## src/rtl/csl_pkg.sv

```systemverilog
// shared types, token codes and character tables of the c subset tokenizer
package csl_pkg;

  // parameter defaults
  localparam int OFFSET_BITS_DEF = 32;
  localparam int LENGTH_BITS_DEF = 16;

  // token queue between front and back (power of two)
  localparam int QUEUE_DEPTH = 4;

  // result field widths
  localparam int KIND_W   = 6;
  localparam int START_W  = 32;
  localparam int LEN_W    = 16;
  localparam int VALUE_W  = 31;
  localparam int LINE_W   = 32;
  localparam int STATUS_W = 2;

  localparam logic [VALUE_W-1:0] INT_MAX_VALUE = '1;

  // token kinds
  localparam logic [KIND_W-1:0] K_INT_LIT   = 6'd0;
  localparam logic [KIND_W-1:0] K_IDENT     = 6'd1;
  localparam logic [KIND_W-1:0] K_KW_INT    = 6'd2;
  localparam logic [KIND_W-1:0] K_KW_RETURN = 6'd3;
  localparam logic [KIND_W-1:0] K_KW_IF     = 6'd4;
  localparam logic [KIND_W-1:0] K_KW_ELSE   = 6'd5;
  localparam logic [KIND_W-1:0] K_KW_WHILE  = 6'd6;
  localparam logic [KIND_W-1:0] K_PLUS      = 6'd7;
  localparam logic [KIND_W-1:0] K_MINUS     = 6'd8;
  localparam logic [KIND_W-1:0] K_STAR      = 6'd9;
  localparam logic [KIND_W-1:0] K_SLASH     = 6'd10;
  localparam logic [KIND_W-1:0] K_PERCENT   = 6'd11;
  localparam logic [KIND_W-1:0] K_ASSIGN    = 6'd12;
  localparam logic [KIND_W-1:0] K_EQ        = 6'd13;
  localparam logic [KIND_W-1:0] K_NE        = 6'd14;
  localparam logic [KIND_W-1:0] K_LT        = 6'd15;
  localparam logic [KIND_W-1:0] K_GT        = 6'd16;
  localparam logic [KIND_W-1:0] K_LE        = 6'd17;
  localparam logic [KIND_W-1:0] K_GE        = 6'd18;
  localparam logic [KIND_W-1:0] K_AMP       = 6'd19;
  localparam logic [KIND_W-1:0] K_PIPE      = 6'd20;
  localparam logic [KIND_W-1:0] K_CARET     = 6'd21;
  localparam logic [KIND_W-1:0] K_TILDE     = 6'd22;
  localparam logic [KIND_W-1:0] K_BANG      = 6'd23;
  localparam logic [KIND_W-1:0] K_LPAREN    = 6'd24;
  localparam logic [KIND_W-1:0] K_RPAREN    = 6'd25;
  localparam logic [KIND_W-1:0] K_LBRACE    = 6'd26;
  localparam logic [KIND_W-1:0] K_RBRACE    = 6'd27;
  localparam logic [KIND_W-1:0] K_SEMI      = 6'd28;
  localparam logic [KIND_W-1:0] K_COMMA     = 6'd29;
  localparam logic [KIND_W-1:0] K_AND_AND   = 6'd30;
  localparam logic [KIND_W-1:0] K_OR_OR     = 6'd31;
  localparam logic [KIND_W-1:0] K_PLUS_EQ   = 6'd32;
  localparam logic [KIND_W-1:0] K_MINUS_EQ  = 6'd33;
  localparam logic [KIND_W-1:0] K_INC       = 6'd34;
  localparam logic [KIND_W-1:0] K_DEC       = 6'd35;
  localparam logic [KIND_W-1:0] K_END       = 6'd36;

  // status codes
  localparam logic [STATUS_W-1:0] ST_OK        = 2'd0;
  localparam logic [STATUS_W-1:0] ST_UNKNOWN   = 2'd1;
  localparam logic [STATUS_W-1:0] ST_TOO_LARGE = 2'd2;

  localparam int NUM_KEYWORDS = 5;

  typedef struct packed {
    logic [KIND_W-1:0]   kind;
    logic [START_W-1:0]  text_start;
    logic [LEN_W-1:0]    text_length;
    logic [VALUE_W-1:0]  int_value;
    logic [LINE_W-1:0]   line_number;
    logic [STATUS_W-1:0] status;
  } token_t;

  // all tokens caused by one input word
  typedef struct packed {
    logic   two;
    token_t first;
    token_t second;
  } bundle_t;

  typedef struct packed {
    logic              hit;
    logic [KIND_W-1:0] kind;
  } kind_hit_t;

  function automatic logic is_digit(input logic [7:0] c);
    return (c >= "0") && (c <= "9");
  endfunction

  function automatic logic is_alpha(input logic [7:0] c);
    return ((c >= "a") && (c <= "z")) || ((c >= "A") && (c <= "Z")) || (c == "_");
  endfunction

  function automatic logic is_space(input logic [7:0] c);
    return (c == " ") || ((c >= 8'd9) && (c <= 8'd13));
  endfunction

  function automatic logic is_op_start(input logic [7:0] c);
    return (c == "+") || (c == "-") || (c == "=") || (c == "!") || (c == "<") ||
           (c == ">") || (c == "&") || (c == "|") || (c == "/");
  endfunction

  // keyword lengths: int, return, if, else, while
  function automatic logic [2:0] kw_len(input logic [2:0] k);
    logic [2:0] n;
    case (k)
      3'd0:    n = 3'd3;
      3'd1:    n = 3'd6;
      3'd2:    n = 3'd2;
      3'd3:    n = 3'd4;
      3'd4:    n = 3'd5;
      default: n = 3'd0;
    endcase
    return n;
  endfunction

  function automatic logic [7:0] kw_char(input logic [2:0] k, input logic [2:0] i);
    logic [7:0] ch;
    ch = 8'h00;
    case (k)
      3'd0: begin
        case (i)
          3'd0:    ch = "i";
          3'd1:    ch = "n";
          3'd2:    ch = "t";
          default: ch = 8'h00;
        endcase
      end
      3'd1: begin
        case (i)
          3'd0:    ch = "r";
          3'd1:    ch = "e";
          3'd2:    ch = "t";
          3'd3:    ch = "u";
          3'd4:    ch = "r";
          3'd5:    ch = "n";
          default: ch = 8'h00;
        endcase
      end
      3'd2: begin
        case (i)
          3'd0:    ch = "i";
          3'd1:    ch = "f";
          default: ch = 8'h00;
        endcase
      end
      3'd3: begin
        case (i)
          3'd0:    ch = "e";
          3'd1:    ch = "l";
          3'd2:    ch = "s";
          3'd3:    ch = "e";
          default: ch = 8'h00;
        endcase
      end
      3'd4: begin
        case (i)
          3'd0:    ch = "w";
          3'd1:    ch = "h";
          3'd2:    ch = "i";
          3'd3:    ch = "l";
          3'd4:    ch = "e";
          default: ch = 8'h00;
        endcase
      end
      default: ch = 8'h00;
    endcase
    return ch;
  endfunction

  // pending operator that ends up standing alone
  function automatic logic [KIND_W-1:0] single_op(input logic [7:0] p);
    logic [KIND_W-1:0] k;
    case (p)
      "+":     k = K_PLUS;
      "-":     k = K_MINUS;
      "/":     k = K_SLASH;
      "=":     k = K_ASSIGN;
      "!":     k = K_BANG;
      "<":     k = K_LT;
      ">":     k = K_GT;
      "&":     k = K_AMP;
      default: k = K_PIPE;
    endcase
    return k;
  endfunction

  // two-character operators
  function automatic kind_hit_t pair_op(input logic [7:0] p, input logic [7:0] c);
    kind_hit_t r;
    r = '{hit: 1'b1, kind: K_END};
    if (p == "+" && c == "+")      r.kind = K_INC;
    else if (p == "+" && c == "=") r.kind = K_PLUS_EQ;
    else if (p == "-" && c == "-") r.kind = K_DEC;
    else if (p == "-" && c == "=") r.kind = K_MINUS_EQ;
    else if (p == "=" && c == "=") r.kind = K_EQ;
    else if (p == "!" && c == "=") r.kind = K_NE;
    else if (p == "<" && c == "=") r.kind = K_LE;
    else if (p == ">" && c == "=") r.kind = K_GE;
    else if (p == "&" && c == "&") r.kind = K_AND_AND;
    else if (p == "|" && c == "|") r.kind = K_OR_OR;
    else                           r.hit  = 1'b0;
    return r;
  endfunction

  // one-character tokens that never combine
  function automatic kind_hit_t punct_kind(input logic [7:0] c);
    kind_hit_t r;
    r.hit = 1'b1;
    case (c)
      "(":     r.kind = K_LPAREN;
      ")":     r.kind = K_RPAREN;
      "{":     r.kind = K_LBRACE;
      "}":     r.kind = K_RBRACE;
      ";":     r.kind = K_SEMI;
      ",":     r.kind = K_COMMA;
      "*":     r.kind = K_STAR;
      "%":     r.kind = K_PERCENT;
      "^":     r.kind = K_CARET;
      "~":     r.kind = K_TILDE;
      default: begin
        r.hit  = 1'b0;
        r.kind = K_END;
      end
    endcase
    return r;
  endfunction

endpackage

```

## src/rtl/csl_if.sv

```systemverilog
// valid/ready channel interfaces for source bytes and tokens
interface csl_in_if;
  logic       valid;
  logic       ready;
  logic [7:0] char_byte;
  logic       end_of_text;

  modport source (output valid, output char_byte, output end_of_text, input ready);
  modport sink (input valid, input char_byte, input end_of_text, output ready);
endinterface

interface csl_out_if import csl_pkg::*; ();
  logic                valid;
  logic                ready;
  logic [KIND_W-1:0]   token_kind;
  logic [START_W-1:0]  text_start;
  logic [LEN_W-1:0]    text_length;
  logic [VALUE_W-1:0]  int_value;
  logic [LINE_W-1:0]   line_number;
  logic [STATUS_W-1:0] status;
  logic                last_of_run;

  modport source (output valid, output token_kind, output text_start, output text_length,
                  output int_value, output line_number, output status, output last_of_run,
                  input ready);
  modport sink (input valid, input token_kind, input text_start, input text_length,
                input int_value, input line_number, input status, input last_of_run,
                output ready);
endinterface

```

## src/rtl/csl_front.sv

```systemverilog
// scanner front: takes one source byte per cycle while the queue has room, keeps lexer state, builds token bundles
module csl_front import csl_pkg::*; #(
  parameter int OFFSET_BITS = OFFSET_BITS_DEF,
  parameter int LENGTH_BITS = LENGTH_BITS_DEF
) (
  input  logic          clk,
  input  logic          rst,
  csl_in_if.sink        text,
  input  logic          q_ready,
  output logic          push,
  output bundle_t       push_data
);

  typedef enum logic [7:0] {
    M_IDLE  = 8'b0000_0001,
    M_NUM   = 8'b0000_0010,
    M_IDENT = 8'b0000_0100,
    M_OP    = 8'b0000_1000,
    M_LINE  = 8'b0001_0000,
    M_BLOCK = 8'b0010_0000,
    M_BSTAR = 8'b0100_0000,
    M_ERROR = 8'b1000_0000
  } mode_t;

  mode_t                    mode, mode_next;
  logic [7:0]               pend_op, pend_op_next;
  logic [VALUE_W-1:0]       acc, acc_next;
  logic                     ovf, ovf_next;
  logic [NUM_KEYWORDS-1:0]  cand, cand_next;
  logic [OFFSET_BITS-1:0]   tok_start, tok_start_next;
  logic [LENGTH_BITS-1:0]   tok_len, tok_len_next;
  logic [OFFSET_BITS-1:0]   stream_offset, stream_offset_next;
  logic [LINE_W-1:0]        line, line_next;

  logic                     accept;
  logic [7:0]               c;
  logic                     is_nl;
  logic [LINE_W-1:0]        line_inc;
  logic [LENGTH_BITS-1:0]   len_inc;
  logic [VALUE_W+3:0]       acc_mul;
  logic [NUM_KEYWORDS-1:0]  cand_step;
  logic [NUM_KEYWORDS-1:0]  cand_first;
  logic [KIND_W-1:0]        ident_kind;
  kind_hit_t                pair, punct;
  token_t                   flush_tok;
  logic                     flush_v;
  token_t                   e0, e1;
  logic                     e0_v, e1_v;
  logic                     restart;

  function automatic token_t mk_tok(input logic [KIND_W-1:0] kind,
                                    input logic [OFFSET_BITS-1:0] start,
                                    input logic [LENGTH_BITS-1:0] len,
                                    input logic [VALUE_W-1:0] val,
                                    input logic [LINE_W-1:0] ln,
                                    input logic [STATUS_W-1:0] st);
    token_t t;
    t.kind        = kind;
    t.text_start  = START_W'(start);
    t.text_length = LEN_W'(len);
    t.int_value   = val;
    t.line_number = ln;
    t.status      = st;
    return t;
  endfunction

  assign text.ready = q_ready;
  assign accept     = text.valid && q_ready;
  assign c          = text.char_byte;
  assign is_nl      = (c == 8'h0A);

  // saturating counters
  assign line_inc = (line == '1) ? line : line + 1'b1;
  assign len_inc  = (tok_len == '1) ? tok_len : tok_len + 1'b1;

  // decimal accumulate: acc * 10 + digit
  assign acc_mul = {1'b0, acc, 3'b000} + {3'b000, acc, 1'b0} + {31'd0, c[3:0]};

  // keyword candidate filtering, one character position per byte
  always_comb begin
    for (int k = 0; k < NUM_KEYWORDS; k++) begin
      cand_step[k] = cand[k] && (tok_len < LENGTH_BITS'(kw_len(3'(k)))) &&
                     (kw_char(3'(k), tok_len[2:0]) == c);
      cand_first[k] = (kw_char(3'(k), 3'd0) == c);
    end
  end

  // keyword match at end of identifier, first keyword wins
  always_comb begin
    ident_kind = K_IDENT;
    for (int k = NUM_KEYWORDS - 1; k >= 0; k--) begin
      if (cand[k] && (tok_len == LENGTH_BITS'(kw_len(3'(k)))))
        ident_kind = K_KW_INT + KIND_W'(k);
    end
  end

  assign pair  = pair_op(pend_op, c);
  assign punct = punct_kind(c);

  // token pending in the current mode
  always_comb begin
    flush_v   = 1'b0;
    flush_tok = mk_tok(K_END, tok_start, tok_len, '0, line, ST_OK);
    case (mode)
      M_NUM: begin
        flush_v   = 1'b1;
        flush_tok = mk_tok(K_INT_LIT, tok_start, tok_len, acc, line,
                           ovf ? ST_TOO_LARGE : ST_OK);
      end
      M_IDENT: begin
        flush_v   = 1'b1;
        flush_tok = mk_tok(ident_kind, tok_start, tok_len, '0, line, ST_OK);
      end
      M_OP: begin
        flush_v   = 1'b1;
        flush_tok = mk_tok(single_op(pend_op), tok_start, LENGTH_BITS'(1), '0, line, ST_OK);
      end
      default: flush_v = 1'b0;
    endcase
  end

  // next lexer state and the tokens of this byte
  always_comb begin
    mode_next          = mode;
    pend_op_next       = pend_op;
    acc_next           = acc;
    ovf_next           = ovf;
    cand_next          = cand;
    tok_start_next     = tok_start;
    tok_len_next       = tok_len;
    stream_offset_next = stream_offset;
    line_next          = line;
    e0_v               = 1'b0;
    e0                 = flush_tok;
    e1_v               = 1'b0;
    e1                 = mk_tok(K_END, stream_offset, '0, '0, line, ST_OK);
    restart            = 1'b0;

    if (text.end_of_text) begin
      // flush, end token, then back to reset values
      e0_v               = flush_v;
      e1_v               = 1'b1;
      mode_next          = M_IDLE;
      pend_op_next       = '0;
      acc_next           = '0;
      ovf_next           = 1'b0;
      cand_next          = '1;
      tok_start_next     = '0;
      tok_len_next       = '0;
      stream_offset_next = '0;
      line_next          = LINE_W'(1);
    end else begin
      case (mode)
        M_ERROR: mode_next = M_ERROR;
        M_LINE: begin
          if (is_nl) begin
            line_next = line_inc;
            mode_next = M_IDLE;
          end
        end
        M_BLOCK: begin
          if (c == "*") mode_next = M_BSTAR;
          else if (is_nl) line_next = line_inc;
        end
        M_BSTAR: begin
          if (c == "/") begin
            mode_next = M_IDLE;
          end else if (c != "*") begin
            if (is_nl) line_next = line_inc;
            mode_next = M_BLOCK;
          end
        end
        M_OP: begin
          if (pend_op == "/" && c == "/") begin
            mode_next = M_LINE;
          end else if (pend_op == "/" && c == "*") begin
            mode_next = M_BLOCK;
          end else if (pair.hit) begin
            e0_v      = 1'b1;
            e0        = mk_tok(pair.kind, tok_start, LENGTH_BITS'(2), '0, line, ST_OK);
            mode_next = M_IDLE;
          end else begin
            e0_v    = 1'b1;
            restart = 1'b1;
          end
        end
        M_NUM: begin
          if (is_digit(c)) begin
            if (acc_mul > {4'b0000, INT_MAX_VALUE}) begin
              acc_next = INT_MAX_VALUE;
              ovf_next = 1'b1;
            end else begin
              acc_next = acc_mul[VALUE_W-1:0];
            end
            tok_len_next = len_inc;
          end else begin
            e0_v    = 1'b1;
            restart = 1'b1;
          end
        end
        M_IDENT: begin
          if (is_alpha(c) || is_digit(c)) begin
            cand_next    = cand_step;
            tok_len_next = len_inc;
          end else begin
            e0_v    = 1'b1;
            restart = 1'b1;
          end
        end
        default: restart = 1'b1;
      endcase

      // start of a new token at this byte
      if (restart) begin
        mode_next      = M_IDLE;
        tok_start_next = stream_offset;
        tok_len_next   = LENGTH_BITS'(1);
        if (is_space(c)) begin
          if (is_nl) line_next = line_inc;
        end else if (is_digit(c)) begin
          mode_next = M_NUM;
          acc_next  = VALUE_W'(c[3:0]);
          ovf_next  = 1'b0;
        end else if (is_alpha(c)) begin
          mode_next = M_IDENT;
          cand_next = cand_first;
        end else if (is_op_start(c)) begin
          mode_next    = M_OP;
          pend_op_next = c;
        end else if (punct.hit) begin
          e1_v = 1'b1;
          e1   = mk_tok(punct.kind, stream_offset, LENGTH_BITS'(1), '0, line, ST_OK);
        end else begin
          e1_v      = 1'b1;
          e1        = mk_tok(K_END, stream_offset, LENGTH_BITS'(1), '0, line, ST_UNKNOWN);
          mode_next = M_ERROR;
        end
      end

      // offset freezes once an unknown byte was seen
      if (mode != M_ERROR) stream_offset_next = stream_offset + 1'b1;
    end
  end

  // pack up to two tokens into one queue word
  assign push                = accept && (e0_v || e1_v);
  assign push_data.two       = e0_v && e1_v;
  assign push_data.first     = e0_v ? e0 : e1;
  assign push_data.second    = e1;

  // lexer state registers
  always_ff @(posedge clk) begin
    if (rst) begin
      mode          <= M_IDLE;
      pend_op       <= '0;
      acc           <= '0;
      ovf           <= 1'b0;
      cand          <= '1;
      tok_start     <= '0;
      tok_len       <= '0;
      stream_offset <= '0;
      line          <= LINE_W'(1);
    end else if (accept) begin
      mode          <= mode_next;
      pend_op       <= pend_op_next;
      acc           <= acc_next;
      ovf           <= ovf_next;
      cand          <= cand_next;
      tok_start     <= tok_start_next;
      tok_len       <= tok_len_next;
      stream_offset <= stream_offset_next;
      line          <= line_next;
    end
  end

`ifndef SYNTHESIS
  a_error_freezes_offset: assert property (@(posedge clk) disable iff (rst)
    (accept && !text.end_of_text && mode == M_ERROR) |=> $stable(stream_offset))
    else $error("offset moved after unknown byte");

  a_end_always_emits: assert property (@(posedge clk) disable iff (rst)
    (accept && text.end_of_text) |-> (push && (push_data.two || !flush_v)))
    else $error("end word lost a token");
`endif

endmodule

```

## src/rtl/csl_queue.sv

```systemverilog
// short queue of token bundles between scanner front and output back
module csl_queue import csl_pkg::*; (
  input  logic    clk,
  input  logic    rst,
  input  logic    push,
  input  bundle_t push_data,
  output logic    ready,
  input  logic    pop,
  output logic    head_valid,
  output bundle_t head_data
);

  localparam int PTR_W = $clog2(QUEUE_DEPTH);
  localparam int CNT_W = $clog2(QUEUE_DEPTH + 1);

  bundle_t           store [QUEUE_DEPTH];
  logic [PTR_W-1:0]  wr_ptr, rd_ptr;
  logic [CNT_W-1:0]  count;

  assign ready      = (count < CNT_W'(QUEUE_DEPTH));
  assign head_valid = (count != '0);
  assign head_data  = store[rd_ptr];

  // pointers and fill count
  always_ff @(posedge clk) begin
    if (rst) begin
      wr_ptr <= '0;
      rd_ptr <= '0;
      count  <= '0;
    end else begin
      if (push) wr_ptr <= wr_ptr + 1'b1;
      if (pop)  rd_ptr <= rd_ptr + 1'b1;
      if (push && !pop)      count <= count + 1'b1;
      else if (pop && !push) count <= count - 1'b1;
    end
  end

  // storage
  always_ff @(posedge clk) begin
    if (push) store[wr_ptr] <= push_data;
  end

`ifndef SYNTHESIS
  a_no_overflow: assert property (@(posedge clk) disable iff (rst)
    push |-> (count < CNT_W'(QUEUE_DEPTH)))
    else $error("push into full queue");

  a_no_underflow: assert property (@(posedge clk) disable iff (rst)
    pop |-> (count != '0))
    else $error("pop from empty queue");
`endif

endmodule

```

## src/rtl/csl_back.sv

```systemverilog
// output back: holds one bundle and hands its tokens out one word at a time
module csl_back import csl_pkg::*; (
  input  logic      clk,
  input  logic      rst,
  input  logic      head_valid,
  input  bundle_t   head_data,
  output logic      pop,
  csl_out_if.source tokens
);

  bundle_t cur;
  logic    held;
  logic    idx;
  logic    last;
  logic    take;
  token_t  tok;

  assign last = !cur.two || idx;
  assign tok  = idx ? cur.second : cur.first;
  assign take = held && tokens.ready;
  assign pop  = head_valid && (!held || (take && last));

  // output word
  assign tokens.valid       = held;
  assign tokens.token_kind  = tok.kind;
  assign tokens.text_start  = tok.text_start;
  assign tokens.text_length = tok.text_length;
  assign tokens.int_value   = tok.int_value;
  assign tokens.line_number = tok.line_number;
  assign tokens.status      = tok.status;
  assign tokens.last_of_run = last;

  // hold state and token index
  always_ff @(posedge clk) begin
    if (rst) begin
      held <= 1'b0;
      idx  <= 1'b0;
    end else if (pop) begin
      held <= 1'b1;
      idx  <= 1'b0;
    end else if (take) begin
      if (last) held <= 1'b0;
      else      idx  <= 1'b1;
    end
  end

  // bundle payload
  always_ff @(posedge clk) begin
    if (pop) cur <= head_data;
  end

`ifndef SYNTHESIS
  a_second_follows: assert property (@(posedge clk) disable iff (rst)
    (take && !last) |=> (tokens.valid && idx))
    else $error("second token of bundle dropped");
`endif

endmodule

```

## src/rtl/c_subset_tokenizer.sv

```systemverilog
// top level of the c subset tokenizer: scanner front, bundle queue, output back
//
//   channel  dir  handshake      payload
//   text     in   valid/ready    char_byte[7:0], end_of_text
//   tokens   out  valid/ready    token_kind, text_start, text_length, int_value,
//                                line_number, status, last_of_run
//
// one source byte is taken per cycle while the bundle queue has room; its tokens
// (zero, one or two) enter the four-deep queue at the same edge.
// the back delivers one token per cycle while tokens.ready is high; a byte
// giving two tokens is sent as two words, so the output port sets their rate.
// a token passes the queue store and then the output hold before it is offered.
// rst is synchronous and active high; it clears lexer state, queue and output hold.
// either side may stall freely; the queue decouples them.
module c_subset_tokenizer import csl_pkg::*; #(
  parameter int OFFSET_BITS = OFFSET_BITS_DEF,
  parameter int LENGTH_BITS = LENGTH_BITS_DEF
) (
  input  logic      clk,
  input  logic      rst,
  csl_in_if.sink    text,
  csl_out_if.source tokens
);

  logic    q_ready;
  logic    push;
  bundle_t push_data;
  logic    pop;
  logic    head_valid;
  bundle_t head_data;

  csl_front #(
    .OFFSET_BITS (OFFSET_BITS),
    .LENGTH_BITS (LENGTH_BITS)
  ) u_front (
    .clk       (clk),
    .rst       (rst),
    .text      (text),
    .q_ready   (q_ready),
    .push      (push),
    .push_data (push_data)
  );

  csl_queue u_queue (
    .clk        (clk),
    .rst        (rst),
    .push       (push),
    .push_data  (push_data),
    .ready      (q_ready),
    .pop        (pop),
    .head_valid (head_valid),
    .head_data  (head_data)
  );

  csl_back u_back (
    .clk        (clk),
    .rst        (rst),
    .head_valid (head_valid),
    .head_data  (head_data),
    .pop        (pop),
    .tokens     (tokens)
  );

endmodule
```

## src/flat_wrapper.sv

```systemverilog
// flat-port wrapper written by rule: the top's interface ports become plain ports
module c_subset_tokenizer_flat import csl_pkg::*;
#(
  parameter int OFFSET_BITS = OFFSET_BITS_DEF,
  parameter int LENGTH_BITS = LENGTH_BITS_DEF
)
  (clk, rst, text_valid, text_char_byte, text_end_of_text, text_ready, tokens_valid, tokens_token_kind, tokens_text_start, tokens_text_length, tokens_int_value, tokens_line_number, tokens_status, tokens_last_of_run, tokens_ready);
  csl_in_if text_i ();
  csl_out_if tokens_i ();
  input  logic clk;
  input  logic rst;
  input wire logic [$bits(text_i.valid)-1:0] text_valid;
  input wire logic [$bits(text_i.char_byte)-1:0] text_char_byte;
  input wire logic [$bits(text_i.end_of_text)-1:0] text_end_of_text;
  output wire logic [$bits(text_i.ready)-1:0] text_ready;
  output wire logic [$bits(tokens_i.valid)-1:0] tokens_valid;
  output wire logic [$bits(tokens_i.token_kind)-1:0] tokens_token_kind;
  output wire logic [$bits(tokens_i.text_start)-1:0] tokens_text_start;
  output wire logic [$bits(tokens_i.text_length)-1:0] tokens_text_length;
  output wire logic [$bits(tokens_i.int_value)-1:0] tokens_int_value;
  output wire logic [$bits(tokens_i.line_number)-1:0] tokens_line_number;
  output wire logic [$bits(tokens_i.status)-1:0] tokens_status;
  output wire logic [$bits(tokens_i.last_of_run)-1:0] tokens_last_of_run;
  input wire logic [$bits(tokens_i.ready)-1:0] tokens_ready;
  assign text_i.valid = text_valid;
  assign text_i.char_byte = text_char_byte;
  assign text_i.end_of_text = text_end_of_text;
  assign text_ready = text_i.ready;
  assign tokens_valid = tokens_i.valid;
  assign tokens_token_kind = tokens_i.token_kind;
  assign tokens_text_start = tokens_i.text_start;
  assign tokens_text_length = tokens_i.text_length;
  assign tokens_int_value = tokens_i.int_value;
  assign tokens_line_number = tokens_i.line_number;
  assign tokens_status = tokens_i.status;
  assign tokens_last_of_run = tokens_i.last_of_run;
  assign tokens_i.ready = tokens_ready;
  c_subset_tokenizer #(.OFFSET_BITS(OFFSET_BITS), .LENGTH_BITS(LENGTH_BITS)) u_core (.clk(clk), .rst(rst), .text(text_i), .tokens(tokens_i));
endmodule
```

## config.mk

```make
export PLATFORM = sky130hd
export DESIGN_NAME = c_subset_tokenizer_flat
export DESIGN_NICKNAME = d
export VERILOG_FILES = /design/src/rtl/csl_pkg.sv /design/src/rtl/csl_if.sv /design/src/rtl/csl_front.sv /design/src/rtl/csl_queue.sv /design/src/rtl/csl_back.sv /design/src/rtl/c_subset_tokenizer.sv /design/src/flat_wrapper.sv
export SDC_FILE = /design/constraint.sdc
export NUM_CORES = 1
export LEC_CHECK = 0
export BUFFER_PORTS_ARGS = -buffer_cell sky130_fd_sc_hd__buf_2
export CAP_MARGIN = 20
export CORE_UTILIZATION = 58
export DETAILED_ROUTE_END_ITERATION = 12
export PLACE_DENSITY = 0.76
export SYNTH_ARGS = -nofsm -noshare
export SYNTH_HDL_FRONTEND = slang
export SYNTH_SLANG_ARGS = --single-unit
```

## constraint.sdc

```tcl
create_clock -name clk -period 14.7 [get_ports clk]
set_clock_uncertainty 0.2 [all_clocks]
set_input_delay 0.735 -clock clk [delete_from_list [all_inputs] [get_ports clk]]
set_output_delay 0.735 -clock clk [all_outputs]
set_load 0.02 [all_outputs]
```

==> metrics.md, run 1 <==
| Metric | Value |
|---|---|
| Gr usage total | 0.2691 |
| CTS tree | built |
| Hold buffers post-CTS | 0 |
| H-tree lvl count | 3 |
| Min-Delay Path Class | reg -> reg |
| Xor/xnor share of the synthesized area | 0.01386 |
| PortBufs | 134 |
| Area delta synth->final | 11.10% |
| Adder-Cell Fraction of Synth Area | 0.02334 |
| Clock latency on the worst-skew pair | 0.66 ns |
| Post_cts resized | 0 |
| Clock Pin Slew Worst Setup and Hold Paths | 0.06 ns |
| Compound-Gate Fraction of Synth Area | 0.08417 |
| # diodes | 0 |
| Final setup fails | 0 |
| Die ar. | 72990 um^2 |
| Post-synth cell types | 92 |
| Layout cell share with drive strength beyond 1 | 0.1859 |
| Drt pass-1 iters | 6 |
| Initial antenna violation count | 2 |
| Setup_tns | 0 ns |
| Via count | 25676 |
| Design area | 46340 um^2 |
| Final Cycle Share | 0.3673 |
| Routed WL | 97960 um |
| Worst-path maximum fanout | 63 |
| Final GP Congestion | 0.9495 |
| Critical Path Start Type | register |
| Initial DRC Count | 2719 |
| Num ports | 135 |
| Clock tree buffer depth | 3 |
| Most common cell after layout, fill and taps aside | edfxtp_1 |
| Number of synthesized flops with an enable pin | 800 |
| Drt drc | 0 |
| Pleak | 15.74 nW |
| Tot Pwr | 7.477 mW |
| Main combinational cell family by area after synthesis | multiplexers |
| Power Dens Cells | 161.3 nW/um^2 |
| Multiplexer share of the synthesized area | 0.09989 |
| Crit. End Element | register |
| Most frequent cells in the layout | 800 x edfxtp_1, 224 x nand2_1, 171 x dfxtp_1 |
| Max-Cap Viols | 0 |
| Synth async-reset ratio | 0 |
| Cell count after synthesis | 2890 |
| Critical setup path kind | reg -> reg |
| Worst slew margin | 0.1427 |
| Peak supply drop | 0.1295 mV |
| First-pass GRT wire length | 151600 um |
| Core Region | 70640 um^2 |
| Routed length per instance | 24.58 um |
| Synthesized flop and latch total | 974 |
| Vias in the first global route | 25718 |
| Net count, final | 3053 |
| Synth Cell Area | 41710 um^2 |
| Worst reg-to-reg setup slack | 9.30 ns |
| Mapped Nets | 2979 |
| Vias per cell | 6.443 |
| GRT Residual Overflow | 0 |
| Fin. max-slew vios | 0 |
| Detailed-placement wirelength estimate | 61690 um |
| Synth Area in Simple Gates | 0.09674 |
| Routed Antenna Nets | 0 |
| RSZ-0062 raised after global routing | no |
| CTS Root Cell | clkbuf_16 |
| Critical path data required time | 14.74 ns |
| Clock Sinks | 974 |
| DIE HEIGHT | 270.2 um |
| Final Core Density | 0.6561 |
| Min Tclk post-route | 5.399 ns |
| Data arrival, critical path | 5.44 ns |
| Initial Util | 0.5905 |
| Largest net degree at the start of global routing | 78 |
| Die W | 270.2 um |
| CTS Buf Count | 95 |
| Fin. Hold Viols | 0 |
| Slew @ Worst Pin | 1.274 ns |
| Status | finished clean |
| Synthesized area per cell | 14.43 um^2 |
| Highest clock rate | 0.1852 GHz |
| Register area share after synthesis | 0.6594 |
| Ys flop type | edfxtp_1 |
| Fillcell total | 4974 |
| # rows | 97 |
| Post-CTS Setup Inserts | 0 |
| Yosys warns | 0 |
| Cell Area, Placed | 43170 um^2 |
cells by family after synthesis:
family | after synthesis
AO/OA/AOI/OAI | 534
XOR/XNOR | 66
adder cells (fa/ha/maj) | 76
buffers and inverters | 244
flip-flops | 974
multiplexers | 211
AND/OR/NAND/NOR | 785
worst paths after layout:
path | from | endpoint | cells after the start
max | u_core.u_front.mode[6]$_SDFFE_PP0P_ | u_core.u_queue.store[0][205]$_DFFE_PP_ | 8
min reg2reg | u_core.u_front.ovf$_SDFFE_PP0P_ | u_core.u_front.ovf$_SDFFE_PP0P_ | 2
max reg2reg | u_core.u_front.mode[6]$_SDFFE_PP0P_ | u_core.u_queue.store[0][205]$_DFFE_PP_ | 8
min | u_core.u_front.ovf$_SDFFE_PP0P_ | u_core.u_front.ovf$_SDFFE_PP0P_ | 2
report_power, final:
part	switching [mW]	internal, mW	leakage, nW
sequential	0.154	3.46	8.95
combinational	0.882	0.546	5.26
clock	1.04	1.40	1.52
sequential cells by signal (all words and copies together) (netlist names), 5 cells and up:
register	count
u_core.u_front.line	32
u_core.u_front.acc	31
u_core.u_front.mode	8
u_core.u_front.cand	5
u_core.u_front.tok_start	32
u_core.u_front.pend_op	8
u_core.u_front.stream_offset	32
u_core.u_back.cur	160
u_core.u_front.tok_len	16
u_core.u_queue.store	640
stage by stage:
step | setup WS (ns) | hold WS (ns) | std cells
6_report | 9.301 | 0.2474 | 3985
5_1_grt | 9.046 | 0.2911 | 3985
4_1_cts | 9.397 | 0.2517 | 3982
3_5_place_dp | 9.027 | 0.2374 | 3804
3_3_place_gp | 9.195 | 0.2287 | 3803
2_1_floorplan | 4.152 | 0.2167 | 2890
synthesized netlist by cell type (42+ instances only):
| library cell | n | area, um^2 |
|---|---|---|
| nor2b_1 | 63 | 394.1 |
| dfxtp_1 | 174 | 3483 |
| a21oi_1 | 144 | 720.7 |
| nor3_1 | 50 | 250.2 |
| a22oi_1 | 44 | 330.3 |
| clkbuf_1 | 160 | 600.6 |
| nor2_1 | 144 | 540.5 |
| inv_1 | 44 | 165.2 |
| and2_1 | 42 | 262.8 |
| edfxtp_1 | 800 | 24020 |
| nand2_1 | 224 | 840.8 |
| nand3_1 | 51 | 255.2 |
| ha_1 | 73 | 913.4 |
| and3_1 | 45 | 281.5 |
| o21ai_0 | 83 | 415.4 |
| mux2_2 | 42 | 473.0 |
| a31oi_1 | 42 | 262.8 |
| mux4_2 | 160 | 3603 |
layer usage:
layer	global-route usage	wire (um)	vias to the layer above
met4	0.09144	2885	2
met2	0.4448	48110	1124
met3	0.04196	6811	193
met5	0	13	-
met1	0.3665	40140	12954
li1	-	-	11403
critical path, cell delays in order (launching register included):
cell	delay, ns
dfxtp_1	0.40
nor4_1	0.50
and4_1	0.53
o21ai_1	0.28
nor2b_1	0.34
a21oi_2	0.23
o311ai_1	0.73
and3_4	0.84
buf_4	0.83
layout make-up:
type	instances	area, um^2	share of cell area
Sequential cell	974	27520	0.5938
Multi-Input combinational cell	1672	13350	0.2881
Clock buffer	122	2550	0.05502
Tap cell	940	1176	0.02538
Timing Repair Buffer	175	970.9	0.02095
Clock inverter	56	604.3	0.01304
Inverter	46	172.7	0.003726
Note: power is estimated with default switching activity, not from simulation.
==> run 2: changes to the inputs <==
--- a/config.mk
+++ b/config.mk
@@ -5,6 +5,7 @@
 export SDC_FILE = /design/constraint.sdc
 export NUM_CORES = 1
 export LEC_CHECK = 0
+export ABC_AREA = 1
 export BUFFER_PORTS_ARGS = -buffer_cell sky130_fd_sc_hd__buf_2
 export CAP_MARGIN = 20
 export CORE_UTILIZATION = 58
==> constraint.sdc (replaced) <==
create_clock -name clk -period 5 [get_ports clk]
set_clock_uncertainty 0.2 [all_clocks]
set_input_delay 0.25 -clock clk [delete_from_list [all_inputs] [get_ports clk]]
set_output_delay 0.25 -clock clk [all_outputs]
set_load 0.02 [all_outputs]
==> run 2 against run 1 <==
Net effect:
- combinational power rose to 4.3 times the previous value
- final cell count rose by 43%
- sequential power rose to 3.0 times the previous value
- sequential share of layout area fell by 3.5 points
- critical path depth rose by 3
- flip-flop and latch count did not move
- clock-buffer cell count rose by 7
- area after synthesis rose by 6.5%
- synthesized cell count rose by 59%
- register-to-register slack got worse by 8.1 ns
- critical path type unchanged
==> metrics.md, run 2 <==
| Metric | Value |
|---|---|
| Status | finished clean |
| Worst slew margin | 0.2702 (+0.1275) |
| DIE HEIGHT | 278.8 um (+3.2%) |
| Worst reg-to-reg setup slack | 1.18 ns (-8.12 ns) |
| Final Cycle Share | 0.7638 (+0.3965) |
| CTS tree | built |
| Most frequent CP cell | nand2_1 |
| Max-Cap Viols | 0 (unchanged) |
| Min-Delay Path Class | in -> reg |
| Max reg flops | 640 (unchanged) |
| HP Start | text_char_byte[5] |
| Final GP Congestion | 0.9452 (-0.45%) |
| Highest clock rate | 0.2618 GHz (+41%) |
| Biggest area consumer among synthesized cells | edfxtp_1 |
| H-tree lvl count | 3 (unchanged) |
| CP cell instances | nor2_1 > nand2_1 > nor3_1 > nand2_1 > nand3_1 > nand3_1 > nand2_2 > buf_4 > inv_2 > nand2_1 > o22ai_1 |
| Top Registers | u_core.u_queue.store: 640 flops, u_core.u_back.cur: 160 flops |
| Post-CTS Setup Inserts | 0 (unchanged) |
| Crit-path slowest cell | nand2_1 |
| Vias in the first global route | 31435 (+22%) |
| Clock Pin Slew Worst Setup and Hold Paths | 0.06 ns (about the same) |
| Min Tclk post-route | 3.819 ns (-1.580 ns) |
| Combinational power share | 0.250 (+0.059) |
| Synthesized flop and latch total | 974 (unchanged) |
| Post_cts resized | 0 (unchanged) |
| Synth async-reset ratio | 0 (unchanged) |
| CTS Buf Count | 96 (+1.1%) |
| Clock tree buffer depth | 3 (unchanged) |
| Initial DRC Count | 3547 (+30%) |
| Data arrival, critical path | 3.96 ns (-1.48 ns) |
| Final critical-path setup slack | 1.181 ns (-8.120 ns) |
| Drt pass-1 iters | 6 (unchanged) |
| Sequential power share | 0.447 (-0.037) |
| Clock latency on the worst-skew pair | 0.66 ns (about the same) |
| Hold buffers post-CTS | 9 (+9) |
| Pleak | 18.74 nW (+19%) |
| Core Region | 75820 um^2 (+7.3%) |
| Critical Path Start Type | register |
| Place WS | 1.184 ns (-7.842 ns) |
| Layout cell share with drive strength beyond 1 | 0.08339 (-0.1025) |
| Worst hold endpoint | u_core.u_front.cand[3]$_SDFFE_PP1P_ |
| Psw | 8.079 mW (+290%) |
| Final setup fails | 0 (unchanged) |
| Clk pwr share | 0.303 (-0.022) |
| Met1 global-route usage | 0.4014 (+0.03491) |
| GRT Residual Overflow | 0 (unchanged) |
| Most frequent cells in the layout | 937 x nand2_1, 800 x edfxtp_1, 673 x nor2_1 |
| First-pass GRT wire length | 174800 um (+15%) |
| Vias per cell | 5.882 (-8.7%) |
| Peak supply drop | 0.3111 mV (+140%) |
| Die W | 278.8 um (+3.2%) |
| Crit. End Element | register |
| Most common cell after layout, fill and taps aside | nand2_1 |
| Num ports | 135 (unchanged) |
| Critical path data required time | 5.14 ns (-9.60 ns) |
| Clock Sinks | 974 (unchanged) |
| CP top delay family | simple AND/OR/NAND/NOR gates |
| Largest net degree at the start of global routing | 181 (+130%) |
| Largest Register | u_core.u_queue.store |
| Gr usage total | 0.2860 (+0.01695) |
| Register area share after synthesis | 0.6189 (-0.04051) |
| Tot Pwr | 24.53 mW (+230%) |
| Power Dens Cells | 498.6 nW/um^2 (+210%) |
| PortBufs | 134 (unchanged) |
| Met2 GRT Util | 0.4640 (+0.01923) |
| Ys flop type | edfxtp_1 |
| Cell count after synthesis | 4595 (+59%) |
| Routed Antenna Nets | 0 (unchanged) |
| Top-count cell post-synth | nand2_1 |
| Fin. Hold Viols | 0 (unchanged) |
| Most frequent cells after synthesis | 937 x nand2_1, 800 x edfxtp_1, 679 x nor2_1 |
| GRT met3 Usage | 0.04334 (+0.001381) |
| Initial Util | 0.5861 (-0.004394) |
| Initial antenna violation count | 4 (+2) |
| Routed WL | 112000 um (+14%) |
| Yosys warns | 0 (unchanged) |
| Synth Cell Area | 44440 um^2 (+6.5%) |
| Fin Hold WS | 0.08824 ns (-0.1592 ns) |
| Die ar. | 77740 um^2 (+6.5%) |
| Slowest stage delay, CP | 0.63 ns (-0.21 ns) |
| Gr busiest metal | met2 |
| Slew @ Worst Pin | 1.094 ns (-0.1807 ns) |
| Hold Path Cell Cnt | 5 (+3) |
| # rows | 101 (+4.1%) |
| Number of synthesized flops with an enable pin | 800 (unchanged) |
| Fin. max-slew vios | 0 (unchanged) |
| Reg-to-Reg Start | u_core.u_front.pend_op[7]$_SDFFE_PP0P_ |
| Routed length per instance | 19.72 um (-20%) |
| Net count, final | 4708 (+54%) |
| P_int | 16.45 mW (+200%) |
| CTS Root Cell | clkbuf_16 |
| Detailed-placement wirelength estimate | 67040 um (+8.7%) |
| Switching part of the total | 0.3293 (+0.05237) |
| RSZ-0062 raised after global routing | no |
| RR Endpoint | u_core.u_queue.store[2][184]$_DFFE_PP_ |
| Setup_tns | 0 ns (unchanged) |
| Worst-path maximum fanout | 54 (-14%) |
| Post-synth cell types | 52 (-43%) |
| R2R cell count | 11 (+3) |
| Synth area leaders | edfxtp_1 54%, nand2_1 7.9%, dfxtp_1 7.8%, nor2_1 5.7%, o21ai_0 5.0% |
| Number of buffer and inverter stages on the critical path | 2 (+1) |
| Via count | 33413 (+30%) |
| Critical setup path kind | reg -> reg |
| Mapped Nets | 4684 (+57%) |
| Synthesized area per cell | 9.672 um^2 (-33%) |
| Synth top area share | 0.5406 (-0.03538) |
| Area delta synth->final | 10.72% |
| Fillcell total | 5761 (+16%) |
| Drt drc | 0 (unchanged) |
[run 2: cell count changes after synthesis, moves of 43 or more]
cell,change
a21oi_1,+43
clkbuf_1,+57
inv_1,+246
mux4_2,-160
nand2_1,+713
nand3_1,+174
nor2_1,+535
nor2b_1,-63
nor3_1,+44
o21ai_0,+361
o22ai_1,+159
[run 2: worst max-delay path by stage]
| stage | from | end | slack (ns) | cells after the start |
|---|---|---|---|---|
| 2_1_floorplan | u_core.u_front.mode[7]$_SDFFE_PP0P_ | u_core.u_queue.store[0][0]$_DFFE_PP_ | -1.52 | 12 |
| 3_3_place_gp | text_char_byte[2] | u_core.u_queue.store[0][184]$_DFFE_PP_ | 1.26 | 15 |
| 3_5_place_dp | text_char_byte[2] | u_core.u_queue.store[2][184]$_DFFE_PP_ | 1.18 | 15 |
| 4_1_cts | u_core.u_front.mode[7]$_SDFFE_PP0P_ | u_core.u_queue.store[0][175]$_DFFE_PP_ | 1.22 | 10 |
| 5_1_grt | text_char_byte[3] | u_core.u_front.acc[29]$_SDFFE_PP0P_ | 0.80 | 22 |
| 6_report | u_core.u_front.pend_op[7]$_SDFFE_PP0P_ | u_core.u_queue.store[2][184]$_DFFE_PP_ | 1.18 | 11 |
[run 2: worst min-delay path, cell delays in order]
cell and delay, ns:
buf_2 0.13, nand2_1 0.17, nor2_1 0.11, a21oi_1 0.13
o21ai_0 0.10
[run 2: kinds of logic after synthesis]
group / count (synthesis) / share of synthesized area
buffers and inverters: 577 / 0.05135
AND/OR/NAND/NOR: 2025 / 0.1872
adder cells (fa/ha/maj): 76 / 0.02190
flip-flops: 974 / 0.6189
XOR/XNOR: 71 / 0.01399
AO/OA/AOI/OAI: 872 / 0.1066
[run 2: metal layers]
| metal | wire (um) | vias to the layer above |
|---|---|---|
| met5 | 22 | - |
| met4 | 2589 | 4 |
| met3 | 9253 | 185 |
| met2 | 52640 | 1422 |
| met1 | 47520 | 15966 |
| li1 | - | 15836 |
[run 2: cell type report]
type,count,area [um^2],share of cell area
clock inverter,51,596.8,0.01213
multi-input combinational,3044,14700,0.2988
sequential,974,27520,0.5593
tap,978,1224,0.02487
timing repair buffer,187,1264,0.02568
antenna,2,5.005,0.0001017
clock buffer,129,2690,0.05467
inverter,316,1204,0.02446
[run 2: metrics by stage]
step | std cells | cell area (um^2) | utilization
after floorplan | 4595 | 44460 | -
after global placement | 5489 | 45810 | 0.6041
after detailed placement | 5489 | 45810 | 0.6041
after CTS | 5678 | 49180 | 0.6487
after global routing | 5679 | 49200 | 0.6489
final | 5681 | 49200 | 0.6489
[run 2: power groups by stage]
| stage | clock network [mW] | logic [mW] | registers (mW) |
|---|---|---|---|
| after floorplan | 0 | 4.23 | 11.0 |
| after global placement | 0 | 5.99 | 11.1 |
| after detailed placement | 0 | 6.11 | 11.1 |
| after CTS | 7.50 | 6.15 | 11.0 |
| after global routing | 7.81 | 6.69 | 11.1 |
| final | 7.43 | 6.12 | 11.0 |
